===== src/rtl/rchl_pkg.sv =====
`timescale 1ns / 1ps
// shared types, codes and constants of the hopping receiver link
package rchl_pkg;

    localparam int HOP_CHANNELS = 20;
    localparam int HOP_AW       = $clog2(HOP_CHANNELS);

    localparam int IN_TDATA_W  = 112;
    localparam int OUT_TDATA_W = 72;
    localparam int CFG_IDX_W   = 3;
    localparam int CFG_DATA_W  = 40;

    // input event codes
    localparam logic [1:0] MODE_POLL   = 2'd0;
    localparam logic [1:0] MODE_PKT    = 2'd1;
    localparam logic [1:0] MODE_UNBIND = 2'd2;

    // result kinds
    localparam logic [1:0] KIND_RETUNE = 2'd0;
    localparam logic [1:0] KIND_SERVO  = 2'd1;
    localparam logic [1:0] KIND_STORE  = 2'd2;
    localparam logic [1:0] KIND_STATUS = 2'd3;

    // link phases
    localparam logic [2:0] PH_START = 3'd0;
    localparam logic [2:0] PH_HDR   = 3'd1;
    localparam logic [2:0] PH_TBL0  = 3'd2;
    localparam logic [2:0] PH_TBL2  = 3'd4;
    localparam logic [2:0] PH_BOUND = 3'd5;
    localparam logic [2:0] PH_RECV  = 3'd6;

    // configuration register indexes
    localparam logic [CFG_IDX_W-1:0] CFG_DWELL       = 3'd0;
    localparam logic [CFG_IDX_W-1:0] CFG_ONLINE_TO   = 3'd1;
    localparam logic [CFG_IDX_W-1:0] CFG_BIND_CH     = 3'd2;
    localparam logic [CFG_IDX_W-1:0] CFG_BIND_ADDR   = 3'd3;
    localparam logic [CFG_IDX_W-1:0] CFG_MAX_BACKOFF = 3'd4;

    localparam logic [19:0] DWELL_RST       = 20'd9500;
    localparam logic [15:0] ONLINE_TO_RST   = 16'd1000;
    localparam logic [6:0]  BIND_CH_RST     = 7'd81;
    localparam logic [39:0] BIND_ADDR_RST   = 40'h1223234578;
    localparam logic [4:0]  MAX_BACKOFF_RST = 5'd21;

    localparam logic [7:0] HDR_B0     = 8'hFF;
    localparam logic [7:0] HDR_B1     = 8'hAA;
    localparam logic [7:0] HDR_B2     = 8'h55;
    localparam logic [7:0] UNBOUND_CH = 8'hFF;
    localparam logic [9:0] SERVO_MAX  = 10'd1000;

    localparam int         TBL_CHUNK     = 7;
    localparam logic [2:0] TBL_FULL_LAST = 3'd6;
    localparam logic [2:0] TBL_TAIL_LAST = 3'd5;

    typedef struct packed {
        logic [19:0] dwell_us;
        logic [15:0] online_to;
        logic [6:0]  bind_ch;
        logic [39:0] bind_addr;
        logic [4:0]  max_backoff;
    } t_cfg;

    typedef struct packed {
        logic [1:0]       mode;
        logic [31:0]      now_us;
        logic [9:0][7:0]  pkt;
    } t_item;

    typedef struct packed {
        logic [1:0]  kind;
        logic [7:0]  rf_channel;
        logic [39:0] rf_address;
        logic        flush_fifo;
        logic [2:0]  servo_index;
        logic [9:0]  servo_value;
        logic        online;
        logic        bound;
        logic [2:0]  link_phase;
        logic        last;
    } t_result;

    typedef struct packed {
        logic              we;
        logic [HOP_AW-1:0] waddr;
        logic [7:0]        wdata;
        logic              re;
        logic [HOP_AW-1:0] raddr;
    } t_mem_req;

endpackage


===== src/rtl/rchl_hop_mem.sv =====
`timescale 1ns / 1ps
// hop table memory, one write and one registered read port, unwritten entries read as unbound
module rchl_hop_mem (
    input  logic               i_clk,
    input  logic               i_rst_n,
    input  rchl_pkg::t_mem_req i_req,
    output logic [7:0]         o_rdata
);

    logic [7:0]                        r_mem [rchl_pkg::HOP_CHANNELS];
    logic [rchl_pkg::HOP_CHANNELS-1:0] r_vld;
    logic [7:0]                        r_rdata;

    always_ff @(posedge i_clk) begin
        if (!i_rst_n) begin
            r_vld <= '0;
        end else if (i_req.we) begin
            r_vld[i_req.waddr] <= 1'b1;
        end
    end

    always_ff @(posedge i_clk) begin
        if (i_req.we) begin
            r_mem[i_req.waddr] <= i_req.wdata;
        end
        if (i_req.re) begin
            r_rdata <= r_vld[i_req.raddr] ? r_mem[i_req.raddr] : rchl_pkg::UNBOUND_CH;
        end
    end

    assign o_rdata = r_rdata;

endmodule


===== src/rtl/rchl_seq.sv =====
`timescale 1ns / 1ps
// link sequencer: decides per event, fills the hop table and emits the result words
module rchl_seq (
    input  logic               i_clk,
    input  logic               i_rst_n,
    input  rchl_pkg::t_cfg     i_cfg,
    input  logic               i_item_vld,
    input  rchl_pkg::t_item    i_item,
    output logic               o_item_take,
    input  logic [7:0]         i_mem_rdata,
    output rchl_pkg::t_mem_req o_mem_req,
    input  logic               i_out_rdy,
    output logic               o_push,
    output rchl_pkg::t_result  o_res
);

    typedef enum logic [2:0] {
        S_IDLE,
        S_RETUNE,
        S_SERVO,
        S_FILL,
        S_STORE,
        S_STATUS
    } t_state;

    localparam int AW = rchl_pkg::HOP_AW;

    t_state          r_state, n_state;
    logic [2:0]      r_phase, n_phase;
    logic [AW-1:0]   r_hop_idx, n_hop_idx;
    logic [4:0]      r_step, n_step;
    logic [31:0]     r_deadline, n_deadline;
    logic [15:0]     r_sum, n_sum;
    logic [39:0]     r_link_addr, n_link_addr;
    logic [15:0]     r_online_cnt, n_online_cnt;
    logic            r_bound, n_bound;
    logic            r_flush, n_flush;
    logic            r_use_bind, n_use_bind;
    logic            r_servo_next, n_servo_next;
    logic            r_store_next, n_store_next;
    logic [2:0]      r_cnt, n_cnt;
    logic [2:0]      r_fill_last, n_fill_last;
    logic [AW-1:0]   r_fill_base, n_fill_base;
    logic [9:0][7:0] r_bytes;

    logic            w_hdr_ok;
    logic            w_tbl_ok;
    logic [1:0]      w_part;
    logic [15:0]     w_hdr_sum;
    logic [31:0]     w_late;
    logic            w_passed;
    logic [5:0]      w_step_dbl;
    logic [4:0]      w_step_new;
    logic [AW-1:0]   w_idx_adv;
    logic [AW-1:0]   w_idx_inc;
    logic [24:0]     w_dwell;
    logic [15:0]     w_online_dec;
    logic [3:0]      w_fill_sel;
    logic [AW-1:0]   w_fill_addr;
    logic [15:0]     w_high;
    logic [9:0]      w_servo_raw;
    logic [9:0]      w_servo_val;

    // hop index plus a step of at most 31 folded back into the table range
    function automatic logic [AW-1:0] hop_wrap(input logic [5:0] v);
        logic [5:0] r;
        if (v >= 6'(2 * rchl_pkg::HOP_CHANNELS)) begin
            r = v - 6'(2 * rchl_pkg::HOP_CHANNELS);
        end else if (v >= 6'(rchl_pkg::HOP_CHANNELS)) begin
            r = v - 6'(rchl_pkg::HOP_CHANNELS);
        end else begin
            r = v;
        end
        return r[AW-1:0];
    endfunction

    assign w_hdr_ok = (i_item.pkt[0] == rchl_pkg::HDR_B0) &&
                      (i_item.pkt[1] == rchl_pkg::HDR_B1) &&
                      (i_item.pkt[2] == rchl_pkg::HDR_B2);
    assign w_part   = 2'(r_phase - rchl_pkg::PH_TBL0);
    assign w_tbl_ok = (i_item.pkt[0] == r_sum[7:0]) &&
                      (i_item.pkt[1] == r_sum[15:8]) &&
                      (i_item.pkt[2] == {6'd0, w_part});
    assign w_hdr_sum = r_sum + 16'(i_item.pkt[3]) + 16'(i_item.pkt[4]) +
                       16'(i_item.pkt[5]) + 16'(i_item.pkt[6]) + 16'(i_item.pkt[7]);

    // wrap-aware deadline test
    assign w_late   = i_item.now_us - r_deadline;
    assign w_passed = !w_late[31];

    always_comb begin
        w_step_dbl = {r_step, 1'b0};
        if (w_step_dbl == 6'd0) begin
            w_step_dbl = 6'd1;
        end
        if (w_step_dbl > {1'b0, i_cfg.max_backoff}) begin
            w_step_dbl = {1'b0, i_cfg.max_backoff};
        end
        w_step_new = w_step_dbl[4:0];
    end

    assign w_idx_adv    = hop_wrap(6'(r_hop_idx) + 6'(w_step_new));
    assign w_idx_inc    = hop_wrap(6'(r_hop_idx) + 6'd1);
    assign w_dwell      = 25'(w_step_new) * 25'(i_cfg.dwell_us);
    assign w_online_dec = (r_online_cnt != 16'd0) ? r_online_cnt - 16'd1 : r_online_cnt;

    assign w_fill_sel  = 4'(r_cnt) + 4'd3;
    assign w_fill_addr = r_fill_base + AW'(r_cnt);

    assign w_high      = {r_bytes[9], r_bytes[8]};
    assign w_servo_raw = {w_high[{r_cnt, 1'b0} +: 2], r_bytes[{1'b0, r_cnt}]};
    assign w_servo_val = (w_servo_raw > rchl_pkg::SERVO_MAX) ? rchl_pkg::SERVO_MAX
                                                             : w_servo_raw;

    always_comb begin
        n_state      = r_state;
        n_phase      = r_phase;
        n_hop_idx    = r_hop_idx;
        n_step       = r_step;
        n_deadline   = r_deadline;
        n_sum        = r_sum;
        n_link_addr  = r_link_addr;
        n_online_cnt = r_online_cnt;
        n_bound      = r_bound;
        n_flush      = r_flush;
        n_use_bind   = r_use_bind;
        n_servo_next = r_servo_next;
        n_store_next = r_store_next;
        n_cnt        = r_cnt;
        n_fill_last  = r_fill_last;
        n_fill_base  = r_fill_base;
        o_item_take  = 1'b0;
        o_mem_req    = '0;
        o_push       = 1'b0;
        o_res        = '0;

        case (r_state)
            S_IDLE: begin
                if (i_item_vld) begin
                    o_item_take = 1'b1;
                    if (i_item.mode == rchl_pkg::MODE_UNBIND) begin
                        n_phase = rchl_pkg::PH_START;
                        if (r_bound) begin
                            o_mem_req.we    = 1'b1;
                            o_mem_req.waddr = '0;
                            o_mem_req.wdata = rchl_pkg::UNBOUND_CH;
                            n_bound         = 1'b0;
                            n_state         = S_STORE;
                        end else begin
                            n_state = S_STATUS;
                        end
                    end else if (r_phase == rchl_pkg::PH_START) begin
                        n_use_bind   = 1'b1;
                        n_flush      = 1'b1;
                        n_servo_next = 1'b0;
                        n_sum        = '0;
                        n_phase      = rchl_pkg::PH_HDR;
                        n_state      = S_RETUNE;
                    end else if (r_phase == rchl_pkg::PH_BOUND) begin
                        n_step          = '0;
                        n_hop_idx       = '0;
                        o_mem_req.re    = 1'b1;
                        o_mem_req.raddr = '0;
                        n_deadline      = i_item.now_us + 32'(i_cfg.dwell_us);
                        n_use_bind      = 1'b0;
                        n_flush         = 1'b1;
                        n_servo_next    = 1'b0;
                        n_phase         = rchl_pkg::PH_RECV;
                        n_state         = S_RETUNE;
                    end else begin
                        n_online_cnt = w_online_dec;
                        n_state      = S_STATUS;
                        if (i_item.mode != rchl_pkg::MODE_PKT) begin
                            if (r_phase == rchl_pkg::PH_RECV && w_passed) begin
                                // missed packet: back off the hop step
                                n_step          = w_step_new;
                                n_hop_idx       = w_idx_adv;
                                o_mem_req.re    = 1'b1;
                                o_mem_req.raddr = w_idx_adv;
                                n_deadline      = i_item.now_us + 32'(w_dwell);
                                n_use_bind      = 1'b0;
                                n_flush         = 1'b0;
                                n_servo_next    = 1'b0;
                                n_state         = S_RETUNE;
                            end
                        end else if (r_phase == rchl_pkg::PH_HDR) begin
                            if (w_hdr_ok) begin
                                n_link_addr = {i_item.pkt[3], i_item.pkt[4], i_item.pkt[5],
                                               i_item.pkt[6], i_item.pkt[7]};
                                n_sum       = w_hdr_sum;
                                n_phase     = rchl_pkg::PH_TBL0;
                            end
                        end else if (r_phase >= rchl_pkg::PH_TBL0 &&
                                     r_phase <= rchl_pkg::PH_TBL2) begin
                            if (w_tbl_ok) begin
                                n_cnt        = '0;
                                n_fill_base  = AW'(w_part * rchl_pkg::TBL_CHUNK);
                                n_store_next = (r_phase == rchl_pkg::PH_TBL2);
                                n_fill_last  = (r_phase == rchl_pkg::PH_TBL2)
                                               ? rchl_pkg::TBL_TAIL_LAST
                                               : rchl_pkg::TBL_FULL_LAST;
                                n_phase      = r_phase + 3'd1;
                                n_state      = S_FILL;
                            end
                        end else begin
                            // data packet
                            n_step          = '0;
                            n_hop_idx       = w_idx_inc;
                            o_mem_req.re    = 1'b1;
                            o_mem_req.raddr = w_idx_inc;
                            n_deadline      = i_item.now_us + 32'(i_cfg.dwell_us);
                            n_online_cnt    = i_cfg.online_to;
                            n_use_bind      = 1'b0;
                            n_flush         = 1'b0;
                            n_servo_next    = 1'b1;
                            n_cnt           = '0;
                            n_state         = S_RETUNE;
                        end
                    end
                end
            end
            S_RETUNE: begin
                o_res.kind       = rchl_pkg::KIND_RETUNE;
                o_res.rf_channel = r_use_bind ? {1'b0, i_cfg.bind_ch} : i_mem_rdata;
                o_res.rf_address = r_use_bind ? i_cfg.bind_addr : r_link_addr;
                o_res.flush_fifo = r_flush;
                if (i_out_rdy) begin
                    o_push  = 1'b1;
                    n_state = r_servo_next ? S_SERVO : S_STATUS;
                end
            end
            S_SERVO: begin
                o_res.kind        = rchl_pkg::KIND_SERVO;
                o_res.servo_index = r_cnt;
                o_res.servo_value = w_servo_val;
                if (i_out_rdy) begin
                    o_push = 1'b1;
                    n_cnt  = r_cnt + 3'd1;
                    if (r_cnt == 3'd7) begin
                        n_state = S_STATUS;
                    end
                end
            end
            S_FILL: begin
                o_mem_req.we    = 1'b1;
                o_mem_req.waddr = w_fill_addr;
                o_mem_req.wdata = r_bytes[w_fill_sel];
                if (w_fill_addr == '0) begin
                    n_bound = (r_bytes[w_fill_sel] != rchl_pkg::UNBOUND_CH);
                end
                n_cnt = r_cnt + 3'd1;
                if (r_cnt == r_fill_last) begin
                    n_state = r_store_next ? S_STORE : S_STATUS;
                end
            end
            S_STORE: begin
                o_res.kind = rchl_pkg::KIND_STORE;
                if (i_out_rdy) begin
                    o_push  = 1'b1;
                    n_state = S_STATUS;
                end
            end
            S_STATUS: begin
                o_res.kind       = rchl_pkg::KIND_STATUS;
                o_res.online     = (r_online_cnt != 16'd0);
                o_res.bound      = r_bound;
                o_res.link_phase = r_phase;
                o_res.last       = 1'b1;
                if (i_out_rdy) begin
                    o_push  = 1'b1;
                    n_state = S_IDLE;
                end
            end
            default: begin
                n_state = S_IDLE;
            end
        endcase
    end

    always_ff @(posedge i_clk) begin
        if (!i_rst_n) begin
            r_state      <= S_IDLE;
            r_phase      <= rchl_pkg::PH_START;
            r_hop_idx    <= '0;
            r_step       <= '0;
            r_deadline   <= '0;
            r_sum        <= '0;
            r_link_addr  <= '0;
            r_online_cnt <= '0;
            r_bound      <= 1'b0;
            r_flush      <= 1'b0;
            r_use_bind   <= 1'b0;
            r_servo_next <= 1'b0;
            r_store_next <= 1'b0;
            r_cnt        <= '0;
            r_fill_last  <= '0;
            r_fill_base  <= '0;
        end else begin
            r_state      <= n_state;
            r_phase      <= n_phase;
            r_hop_idx    <= n_hop_idx;
            r_step       <= n_step;
            r_deadline   <= n_deadline;
            r_sum        <= n_sum;
            r_link_addr  <= n_link_addr;
            r_online_cnt <= n_online_cnt;
            r_bound      <= n_bound;
            r_flush      <= n_flush;
            r_use_bind   <= n_use_bind;
            r_servo_next <= n_servo_next;
            r_store_next <= n_store_next;
            r_cnt        <= n_cnt;
            r_fill_last  <= n_fill_last;
            r_fill_base  <= n_fill_base;
        end
    end

    // packet bytes kept for the fill and servo steps
    always_ff @(posedge i_clk) begin
        if (o_item_take) begin
            r_bytes <= i_item.pkt;
        end
    end

endmodule


===== src/rtl/rc_hopping_receiver_link.sv =====
`timescale 1ns / 1ps
// hopping receiver link top level: config registers, input buffer, output word register
// an event word goes through the input buffer, the sequencer state and the output word register
// per event a decide step, then the result words, and a bind table packet also makes seven
// table writes (the last packet six); a data packet yields 10 result words
// the input buffer takes the next event word while the sequencer and output register still work
// sync active-low reset: unbound at phase zero, config defaults, per-entry valid flags, no clearing
module rc_hopping_receiver_link (
    input  logic                                  i_clk,
    input  logic                                  i_rst_n,
    input  logic                                  i_cfg_we,
    input  logic [rchl_pkg::CFG_IDX_W-1:0]        i_cfg_idx,
    input  logic [rchl_pkg::CFG_DATA_W-1:0]       i_cfg_data,
    input  logic                                  s_axis_tvalid,
    output logic                                  s_axis_tready,
    // now_us, pkt_b0, pkt_b1, ... pkt_b9
    input  logic [rchl_pkg::IN_TDATA_W-1:0]       s_axis_tdata,
    // mode
    input  logic [1:0]                            s_axis_tuser,
    output logic                                  m_axis_tvalid,
    input  logic                                  m_axis_tready,
    // rf_channel, rf_address, flush_fifo, servo_index, servo_value, online, bound, link_phase
    output logic [rchl_pkg::OUT_TDATA_W-1:0]      m_axis_tdata,
    // kind
    output logic [1:0]                            m_axis_tuser,
    output logic                                  m_axis_tlast
);

    rchl_pkg::t_cfg     r_cfg;
    rchl_pkg::t_item    r_buf;
    rchl_pkg::t_item    w_in_item;
    logic               r_buf_vld;
    logic               w_take;
    rchl_pkg::t_mem_req w_mem_req;
    logic [7:0]         w_mem_rdata;
    logic               w_out_rdy;
    logic               w_push;
    rchl_pkg::t_result  w_res;
    rchl_pkg::t_result  r_out;
    logic               r_out_vld;

    always_ff @(posedge i_clk) begin
        if (!i_rst_n) begin
            r_cfg.dwell_us    <= rchl_pkg::DWELL_RST;
            r_cfg.online_to   <= rchl_pkg::ONLINE_TO_RST;
            r_cfg.bind_ch     <= rchl_pkg::BIND_CH_RST;
            r_cfg.bind_addr   <= rchl_pkg::BIND_ADDR_RST;
            r_cfg.max_backoff <= rchl_pkg::MAX_BACKOFF_RST;
        end else if (i_cfg_we) begin
            case (i_cfg_idx)
                rchl_pkg::CFG_DWELL:       r_cfg.dwell_us    <= i_cfg_data[19:0];
                rchl_pkg::CFG_ONLINE_TO:   r_cfg.online_to   <= i_cfg_data[15:0];
                rchl_pkg::CFG_BIND_CH:     r_cfg.bind_ch     <= i_cfg_data[6:0];
                rchl_pkg::CFG_BIND_ADDR:   r_cfg.bind_addr   <= i_cfg_data[39:0];
                rchl_pkg::CFG_MAX_BACKOFF: r_cfg.max_backoff <= i_cfg_data[4:0];
                default: begin
                end
            endcase
        end
    end

    always_comb begin
        w_in_item.mode   = s_axis_tuser;
        w_in_item.now_us = s_axis_tdata[31:0];
        for (int k = 0; k < 10; k++) begin
            w_in_item.pkt[k] = s_axis_tdata[32 + 8 * k +: 8];
        end
    end

    // one-word input buffer, refilled in the cycle the sequencer drains it
    assign s_axis_tready = !r_buf_vld || w_take;

    always_ff @(posedge i_clk) begin
        if (!i_rst_n) begin
            r_buf_vld <= 1'b0;
        end else if (s_axis_tvalid && s_axis_tready) begin
            r_buf_vld <= 1'b1;
        end else if (w_take) begin
            r_buf_vld <= 1'b0;
        end
    end

    always_ff @(posedge i_clk) begin
        if (s_axis_tvalid && s_axis_tready) begin
            r_buf <= w_in_item;
        end
    end

    rchl_hop_mem u_mem (
        .i_clk   (i_clk),
        .i_rst_n (i_rst_n),
        .i_req   (w_mem_req),
        .o_rdata (w_mem_rdata)
    );

    rchl_seq u_seq (
        .i_clk       (i_clk),
        .i_rst_n     (i_rst_n),
        .i_cfg       (r_cfg),
        .i_item_vld  (r_buf_vld),
        .i_item      (r_buf),
        .o_item_take (w_take),
        .i_mem_rdata (w_mem_rdata),
        .o_mem_req   (w_mem_req),
        .i_out_rdy   (w_out_rdy),
        .o_push      (w_push),
        .o_res       (w_res)
    );

    assign w_out_rdy = !r_out_vld || m_axis_tready;

    always_ff @(posedge i_clk) begin
        if (!i_rst_n) begin
            r_out_vld <= 1'b0;
        end else if (w_push) begin
            r_out_vld <= 1'b1;
        end else if (m_axis_tready) begin
            r_out_vld <= 1'b0;
        end
    end

    always_ff @(posedge i_clk) begin
        if (w_push) begin
            r_out <= w_res;
        end
    end

    assign m_axis_tvalid = r_out_vld;
    assign m_axis_tuser  = r_out.kind;
    assign m_axis_tlast  = r_out.last;
    assign m_axis_tdata  = {5'd0, r_out.link_phase, r_out.bound, r_out.online,
                            r_out.servo_value, r_out.servo_index, r_out.flush_fifo,
                            r_out.rf_address, r_out.rf_channel};

`ifndef NO_ASSERTIONS
    a_status_last: assert property (@(posedge i_clk) disable iff (!i_rst_n)
        r_out_vld |-> (r_out.last == (r_out.kind == rchl_pkg::KIND_STATUS)))
        else $error("last word is not the status word");

    a_servo_sat: assert property (@(posedge i_clk) disable iff (!i_rst_n)
        (r_out_vld && r_out.kind == rchl_pkg::KIND_SERVO) |->
            (r_out.servo_value <= rchl_pkg::SERVO_MAX))
        else $error("servo value above saturation limit");

    a_push_room: assert property (@(posedge i_clk) disable iff (!i_rst_n)
        w_push |-> (!r_out_vld || m_axis_tready))
        else $error("sequencer overwrote a pending output word");

    a_take_full: assert property (@(posedge i_clk) disable iff (!i_rst_n)
        w_take |-> r_buf_vld)
        else $error("sequencer took an event from an empty buffer");
`endif

endmodule


===== config.mk =====
export PLATFORM = sky130hd
export DESIGN_NAME = rc_hopping_receiver_link
export DESIGN_NICKNAME = d
export VERILOG_FILES = /design/src/rtl/rchl_pkg.sv /design/src/rtl/rchl_hop_mem.sv /design/src/rtl/rchl_seq.sv /design/src/rtl/rc_hopping_receiver_link.sv
export SDC_FILE = /design/constraint.sdc
export NUM_CORES = 2
export LEC_CHECK = 0
export ABC_CLOCK_PERIOD_IN_PS = 7090
export BUFFER_PORTS_ARGS = -buffer_cell sky130_fd_sc_hd__clkbuf_2
export CAP_MARGIN = 10
export CORE_MARGIN = 1.5
export CORE_UTILIZATION = 55
export DETAILED_ROUTE_END_ITERATION = 16
export MAX_ROUTING_LAYER = met4
export PLACE_DENSITY = 0.72
export SLEW_MARGIN = 0
export SYNTH_ARGS = -nofsm -noshare
export SYNTH_HDL_FRONTEND = slang
export SYNTH_SLANG_ARGS = --single-unit

===== constraint.sdc =====
create_clock -name i_clk -period 7.09 [get_ports i_clk]
set_input_delay 1.0635 -clock i_clk [delete_from_list [all_inputs] [get_ports i_clk]]
set_output_delay 1.0635 -clock i_clk [all_outputs]
set_load 0.02 [all_outputs]

# Word level (Yosys, flattened, before mapping)
# Memories as Yosys holds them, arrays and structs flattened. A register that Yosys moved wholly into a read port is not among the register bits.
# Cells that the tools add are included.
# Widths: inputs -> output; s select.
totals:
  mem_count: 1
  ram_bits: 160
  register_bits: 510
  in_bits: 162
  elab_cells: 318
  output_inout_bits: 77
memory_table:
  columns: ["memory", "words", "word_bits", "rd", "rd_ports_with_merged_regs", "write_ports", "line_no", "rtl"]
  rows:
  - ["u_mem.r_mem", 20, 8, 1, 1, 1, "rchl_hop_mem.sv:10", "logic [7:0] r_mem [rchl_pkg::HOP_CHANNELS];"]
classes:
  n_lt_le_gt_ge: 13
  addsub: 20
  bitwise_logic: 8
  shifts: 1
  muxes: 120
  n_reduce_logical: 46
  n_eq_ne: 49
  mul: 2
op_table:
  columns: ["operator", "count"]
  rows:
  - ["$mux 32", 5]
  - ["$mux 16", 9]
  - ["$mux 3", 33]
  - ["$add 16x8->16", 5]
  - ["$mux 5", 15]
  - ["$mux 6", 9]
  - ["$mux 40", 1]
  - ["$add 32x20->32", 1]
  - ["$add 32x25->32", 1]
  - ["$bmux 8 s4", 1]
  - ["$sub 32x32->32", 1]
  - ["$mux 1", 31]
  - ["$mux 14", 2]
  - ["$pmux 14 s2", 1]
  - ["$mul 5x20->25", 1]
  - ["$bmux 8 s3", 1]
  - ["$ne 2x1->1 const B", 11]
  - ["$eq 3x3->1 const B", 7]
  - ["$reduce_and 7->1", 3]
  - ["$mux 20", 1]
  - ["$or 20x20->20", 1]
  - ["$pmux 3 s6", 1]
  - ["$reduce_and 9->1", 2]
  - ["$eq 8x8->1", 2]
  - ["61 further kinds", 114]

# Logic depth before layout (Yosys ltp)
logic_depth:
  ltp_word: 20
  mapped_depth: 33
  ltp_nobuf: 31

# Cells and area by module
# A second synthesis with hierarchy kept.
unflattened:
  hier_cells: 3031
  area_unflattened_um2: 35471.5
by_module_without_submodules:
  columns: ["module", "instances", "area_per_inst_um2", "cells_per_inst", "seq_area_each_um2"]
  rows:
  - ["rchl_seq", 1, 18793.0, 2100, 5104.9]
  - ["rc_hopping_receiver_link", 1, 9172.5, 550, 7327.0]
  - ["rchl_hop_mem", 1, 7505.9, 381, 5445.2]

# Worst setup path before layout
# No wires, ideal clock.
synth_path:
  path_type: "register to register"
  from: "register u_seq.r_step[0]"
  to: "register u_seq.r_deadline[29]"
  t_required_ns: 6.961
  t_arrival_ns: 6.355
  n_path_buf: 3
  period_less_slack_ns: 6.485
  slack_ns: 0.605
  stages_incl_launch_ff: 31
  path_cell_list: "dfxtp_1 clkbuf_1 ha_1 nor2b_1 o21a_1 o21a_1 o21ai_0 inv_1 o22ai_1 nor2b_1 clkbuf_1 mux2i_1 clkbuf_1 nor2b_1 fa_1 fa_1 inv_1 fa_1 inv_1 ha_1 a21oi_1 o22ai_1 or4_1 a31oi_1 o21ai_0 a31oi_1 nor3_1 o2bb2ai_1 nand2b_1 xor2_1 a21oi_1"
synth_via:
  elab_chain_len: 9
synth_lines:
  columns: ["element", "line_no", "rtl"]
  rows:
  - ["start, declared", "rchl_seq.sv:31", "logic [4:0] r_step, n_step;"]
  - ["start signal, assigned", "rchl_seq.sv:302", "r_step <= n_step;"]
  - ["$logic_not 5->1", "rchl_seq.sv:93", "if (w_step_dbl == 6'd0) begin"]
  - ["$mux 6 *", "rchl_seq.sv:93", null]
  - ["$gt 6x5->1", "rchl_seq.sv:96", "if (w_step_dbl > {1'b0, i_cfg.max_backoff}) begin"]
  - ["$mux 5 *", "rchl_seq.sv:96", null]
  - ["$mul 5x20->25 *", "rchl_seq.sv:104", "assign w_dwell = 25'(w_step_new) * 25'(i_cfg.dwell_us);"]
  - ["$add 32x25->32 *", "rchl_seq.sv:180", "n_deadline = i_item.now_us + 32'(w_dwell);"]
  - ["$mux 32 *", "rchl_seq.sv:174", "if (r_phase == rchl_pkg::PH_RECV && w_passed) begin"]
  - ["$mux 32 *", "rchl_seq.sv:173", "if (i_item.mode != rchl_pkg::MODE_PKT) begin"]
  - ["$mux 32 *", "rchl_seq.sv:159", "end else if (r_phase == rchl_pkg::PH_BOUND) begin"]
  - ["end signal, assigned", "rchl_seq.sv:303", "r_deadline <= n_deadline;"]
  - ["end, declared", "rchl_seq.sv:32", "logic [31:0] r_deadline, n_deadline;"]
# Mark *: on every way between the ends. The rest lies on a longest branch, timed or not. The select of a mux whose other input is x is not followed.
# A chain may end at the register's enable or synchronous reset.

# Worst setup path in the final report
layout_path:
  from: "register r_cfg[1] (netlist bit)"
  to: "register u_mem.r_rdata[5] (netlist: u_mem.o_rdata[5]), read port of u_mem.r_mem, data pin"
layout_via:
  elab_chain_len: 16
layout_lines:
  columns: ["element", "line_no", "rtl"]
  rows:
  - ["start, declared", "rc_hopping_receiver_link.sv:29", "rchl_pkg::t_cfg r_cfg;"]
  - ["$gt 6x5->1", "rchl_seq.sv:96", null]
  - ["$mux 5 *", "rchl_seq.sv:96", null]
  - ["$add 5x5->6 *", "rchl_seq.sv:102", "assign w_idx_adv = hop_wrap(6'(r_hop_idx) + 6'(w_step_new));"]
  - ["$sub 5x5->5 or $ge 6x5->1 (tied branches)", "rchl_seq.sv:70, rchl_seq.sv:69", null]
  - ["$mux 5", "rchl_seq.sv:69", "end else if (v >= 6'(rchl_pkg::HOP_CHANNELS)) begin"]
  - ["$mux 5 *", "rchl_seq.sv:67", "if (v >= 6'(2 * rchl_pkg::HOP_CHANNELS)) begin"]
  - ["$mux 6 *", "rchl_seq.sv:174", null]
  - ["$mux 6 *", "rchl_seq.sv:173", null]
  - ["$mux 6 *", "rchl_seq.sv:159", null]
  - ["$mux 6 *", "rchl_seq.sv:152", "end else if (r_phase == rchl_pkg::PH_START) begin"]
  - ["$mux 6 *", "rchl_seq.sv:141", "if (i_item.mode == rchl_pkg::MODE_UNBIND) begin"]
  - ["$mux 20 *", "rchl_seq.sv:139", "if (i_item_vld) begin"]
  - ["$mux 6 *", "rchl_seq.sv:137", "case (r_state)"]
  - ["$bmux 1 s5", "rchl_hop_mem.sv:27", "r_rdata <= r_vld[i_req.raddr] ? r_mem[i_req.raddr] : rchl_pkg::UNBOUND_CH;"]
  - ["$mux 1 (implied by the code)", "rchl_hop_mem.sv:27", null]
  - ["$logic_not 1->1 (no source line)", null, null]
  - ["end, declared", "rchl_hop_mem.sv:12", "logic [7:0] r_rdata;"]
# Marked as above.

==> metrics.csv <==
stage,metric,value,unit
logic_synthesis,synthTopCellsByArea,"edfxtp_1 37%, dfxtp_1 14%, fa_1 6.4%",
critical_path,slowest_delay,0.49,ns
detailed_routing,drtIter0Drc,2180,
die,core_region_area,63000,sq um
sta,setup-tns-final,0,ns
power_and_ir_drop,irDropWorstVdd,0.000331,V
die,die_w,255,microns
detailed_routing,via_per_inst,5.93,
clocking,clk_pin_slew,0.06,ns
power_and_ir_drop,p_int,7680,uW
die,die_y,255,microns
hold_path,worstHoldEndpoint,u_seq.r_bytes[78]$_DFFE_PP_,
critical_path,endpoint_kind,register,
hold_path,min_from,r_buf[78]$_DFFE_PP_,
sta,max_freq,147,MHz
logic_synthesis,synth_top_area_share,37.1,%
detailed_routing,drc,0,
clocking,cts_buffers,73,
global_route,grt_usage,30.3,%
critical_path,cp_data_required_time,7.39,ns
detailed_routing,met2_wirelength,45800,microns
critical_path,rr_endpoint,u_mem.o_rdata[5]$_SDFFCE_PN1P_,
critical_path,cp_max_fo,17,
run_status,status,completed,
global_route,grt_pass1_vias,25400,
power_and_ir_drop,power.leakage,0.0154,uW
power_and_ir_drop,p_seq_share,45.2,%
logic_synthesis,synthTopCellsByCount,"462 x nand2_1, 432 x edfxtp_1, 245 x dfxtp_1, 207 x inv_1, 203 x nor2_1",
critical_path,worstSetupStartpointType,register,
logic_synthesis,synth.distinct_cells,91,
layout,layoutNonFillerInstCount,4295,
sta,relSlewSlack,16.2,%
place,port_buffers,233,
power_and_ir_drop,clkPwrFrac,34.3,%
sta,slew_violations,0,
logic_synthesis,ys_warn_count,0,
layout,drive_gt1_share,14.7,%
place,gp_congestion,0.999,
sta,fin_crit_sh,95.8,%
critical_path,crit_slowest_cell,a311oi_1,
layout,final_util,62.6,%
clocking,cts_tree,done,
power_and_ir_drop,pwr-share-comb,20.5,%
global_route,grt_max_degree,91,
critical_path,r2r_slack,0.30,ns
detailed_routing,drt_first_pass_iters,6,
place,dpl.cell_count,4158,
logic_synthesis,async_reset_ff_share,0,%
clocking,clock_latency,0.63,ns
die,rows,92,
die,dieArea,65000,sq um
detailed_routing,wl_met1,38400,microns
clocking,root_buffer,clkbuf_16,
clocking,htree_levels,3,
place,placed_cell_area,37000,sq um
power_and_ir_drop,fin_total_pwr,11000,uW
logic_synthesis,yosysMostFrequentCell,nand2_1,
power_and_ir_drop,powerDensity,280,nW/um^2
die,ios,239,
sta,fin_skew,0.0308,ns
power_and_ir_drop,p_sw_share,30.4,%
detailed_routing,vias,25500,
logic_synthesis,syn_inst,3179,
logic_synthesis,synth_seq_cells,677,
critical_path,criticalPathCategory,register to register,
clocking,cts.sinks,677,
logic_synthesis,syn_area,34900,sq um
sta,hold_violations,0,
detailed_routing,routed-wl-met3,5970,microns
clocking,clk_path_buf_depth,3,
sta,fin_crit,6.79,ns
die,initial_core_util,55.5,%
logic_synthesis,yosysTopAreaCell,edfxtp_1,
layout,final_area,39400,sq um
layout,layout.nets,3792,
critical_path,ff2ff_path_depth,28,
logic_synthesis,synth_seq_area_share,51.2,%
detailed_routing,top_layer,met4,
flow_run,drv_cap,0,
sta,rsz0062_at_grt,false,
global_route,antenna_found_initial,1,
detailed_routing,wirelength,95100,microns
layout,nFillCells,4989,
layout,antenna-diode-count,0,
logic_synthesis,synth_ff_type,edfxtp_1,
global_route,grt_pass1_wl,145000,microns
logic_synthesis,syn_area_per_cell,11.0,sq um
layout,syn_to_final_growth,12.8,%
place,dp_hpwl,69200,microns
global_route,grt.overflow.total,0,
hold_path,min_path_cells,0,
logic_synthesis,synth_edf_count,432,
power_and_ir_drop,p_switching,3350,uW
critical_path,reg2reg_from,r_cfg[1]$_SDFFE_PN0P_,
critical_path,arrival,7.09,ns
sta,tightest_slew,1.25,ns
detailed_routing,antenna_left,0,
detailed_routing,wl_per_cell,22.1,microns
sta,setup_viol,0,
hold_path,hold_class,register to register,
[placed cells by master (no fill, tap or decap), types with 9 or more instances in the layout]
master,count
xnor2_1,52
dfxtp_1,243
nand3_1,78
nand4_1,11
nor4_1,17
a22oi_1,16
and3_1,18
clkbuf_1,18
inv_1,206
nor3_1,40
o211a_1,16
xor2_1,37
edfxtp_1,432
and2_1,46
o221ai_1,18
nor2_1,202
o21ai_0,91
mux4_2,36
nand2_1,459
o21a_1,38
clkbuf_16,76
a21boi_0,107
mux2i_1,95
o211ai_1,21
a31oi_1,31
clkbuf_2,232
nand2b_1,17
o22ai_1,20
buf_4,66
a21o_1,27
ha_1,128
nor2b_1,82
o22a_1,12
a311oi_1,9
clkinv_2,14
fa_1,112
a21oi_1,121
o21ai_1,10
[registers in the layout, indices dropped and copies added (netlist names), 8 cells and up]
register / count
m_axis_tdata: 67
r_buf: 114
r_cfg: 88
u_mem.o_rdata: 8
u_mem.r_mem: 160
u_mem.r_vld: 20
u_seq.r_bytes: 80
u_seq.r_deadline: 32
u_seq.r_link_addr: 40
u_seq.r_online_cnt: 16
u_seq.r_sum: 16
[what timing repair did]
action	in CTS	in global routing
resized for setup	0	10
endpoints found under the setup margin	0	11
buffers inserted	0	3
hold buffers	0	0
[cell type report]
type	count	area, sq um	share of cell area, %
Sequential cell	677	17900	45.4
Multi-Input combinational cell	2131	15600	39.7
Clock buffer	97	2000	5.09
Timing Repair Buffer	299	1670	4.23
Tap cell	846	1060	2.69
Inverter	208	786	1.99
Clock inverter	37	370	0.940
[power by group through the flow]
| stage | Combinational [uW] | Clock [uW] | Sequential [uW] |
|---|---|---|---|
| after floorplan | 1290 | 0 | 5200 |
| after global placement | 2180 | 0 | 5040 |
| after detailed placement | 2240 | 0 | 5050 |
| after CTS | 2250 | 3830 | 4980 |
| after global routing | 2460 | 3970 | 5010 |
| final | 2260 | 3780 | 4980 |
[stage by stage]
step,setup slack (ns),hold slack (ns)
6_report,0.300,0.411
5_1_grt,0.0176,0.425
4_1_cts,0.226,0.412
3_5_place_dp,0.207,0.405
3_3_place_gp,0.448,0.408
2_1_floorplan,0.605,0.400
[critical path, delay by kind of cell (launching register included)]
kind | cells | cell delay [ns]
buffers and inverters | 5 | 0.77
adders and majority gates | 3 | 0.84
DFF | 1 | 0.35
and+or+nand+nor | 8 | 1.54
AOI/OAI and AO/OA | 12 | 2.96
[cell families (layout without fill, tap and decap cells)]
kind of cell	count (synthesis)	in the layout	synth area share (%)
adders and majority gates	240	240	11.0
buffers and inverters	375	641	4.31
other	1	5	0.0107
xor gates and xnor gates	89	89	2.23
AOI/OAI and AO/OA	630	630	12.5
muxes	137	137	5.26
DFF	677	677	51.2
and+or+nand+nor	1030	1030	13.5
[metal layers]
metal	up-vias	track usage, %
li1	11700	-
met1	12500	37.7
met2	1034	49.2
met3	247	4.15
met4	0	14.0
met5	-	-
[worst max-delay path by stage]
stage	endpoint	depth (start not counted)	startpoint	slack (ns)
after floorplan	u_seq.r_deadline[29]$_SDFFE_PN0P_	30	u_seq.r_step[0]$_SDFFE_PN0P_	0.61
after global placement	u_seq.r_deadline[29]$_SDFFE_PN0P_	32	r_cfg[1]$_SDFFE_PN0P_	0.45
after detailed placement	u_seq.r_deadline[29]$_SDFFE_PN0P_	32	r_cfg[1]$_SDFFE_PN0P_	0.21
after CTS	u_seq.r_deadline[29]$_SDFFE_PN0P_	32	r_cfg[1]$_SDFFE_PN0P_	0.23
final	u_mem.o_rdata[5]$_SDFFCE_PN1P_	28	r_cfg[1]$_SDFFE_PN0P_	0.30
after global routing	u_seq.r_deadline[29]$_SDFFE_PN0P_	34	u_seq.r_step[0]$_SDFFE_PN0P_	0.02
Note: power is estimated with default switching activity, not from simulation.
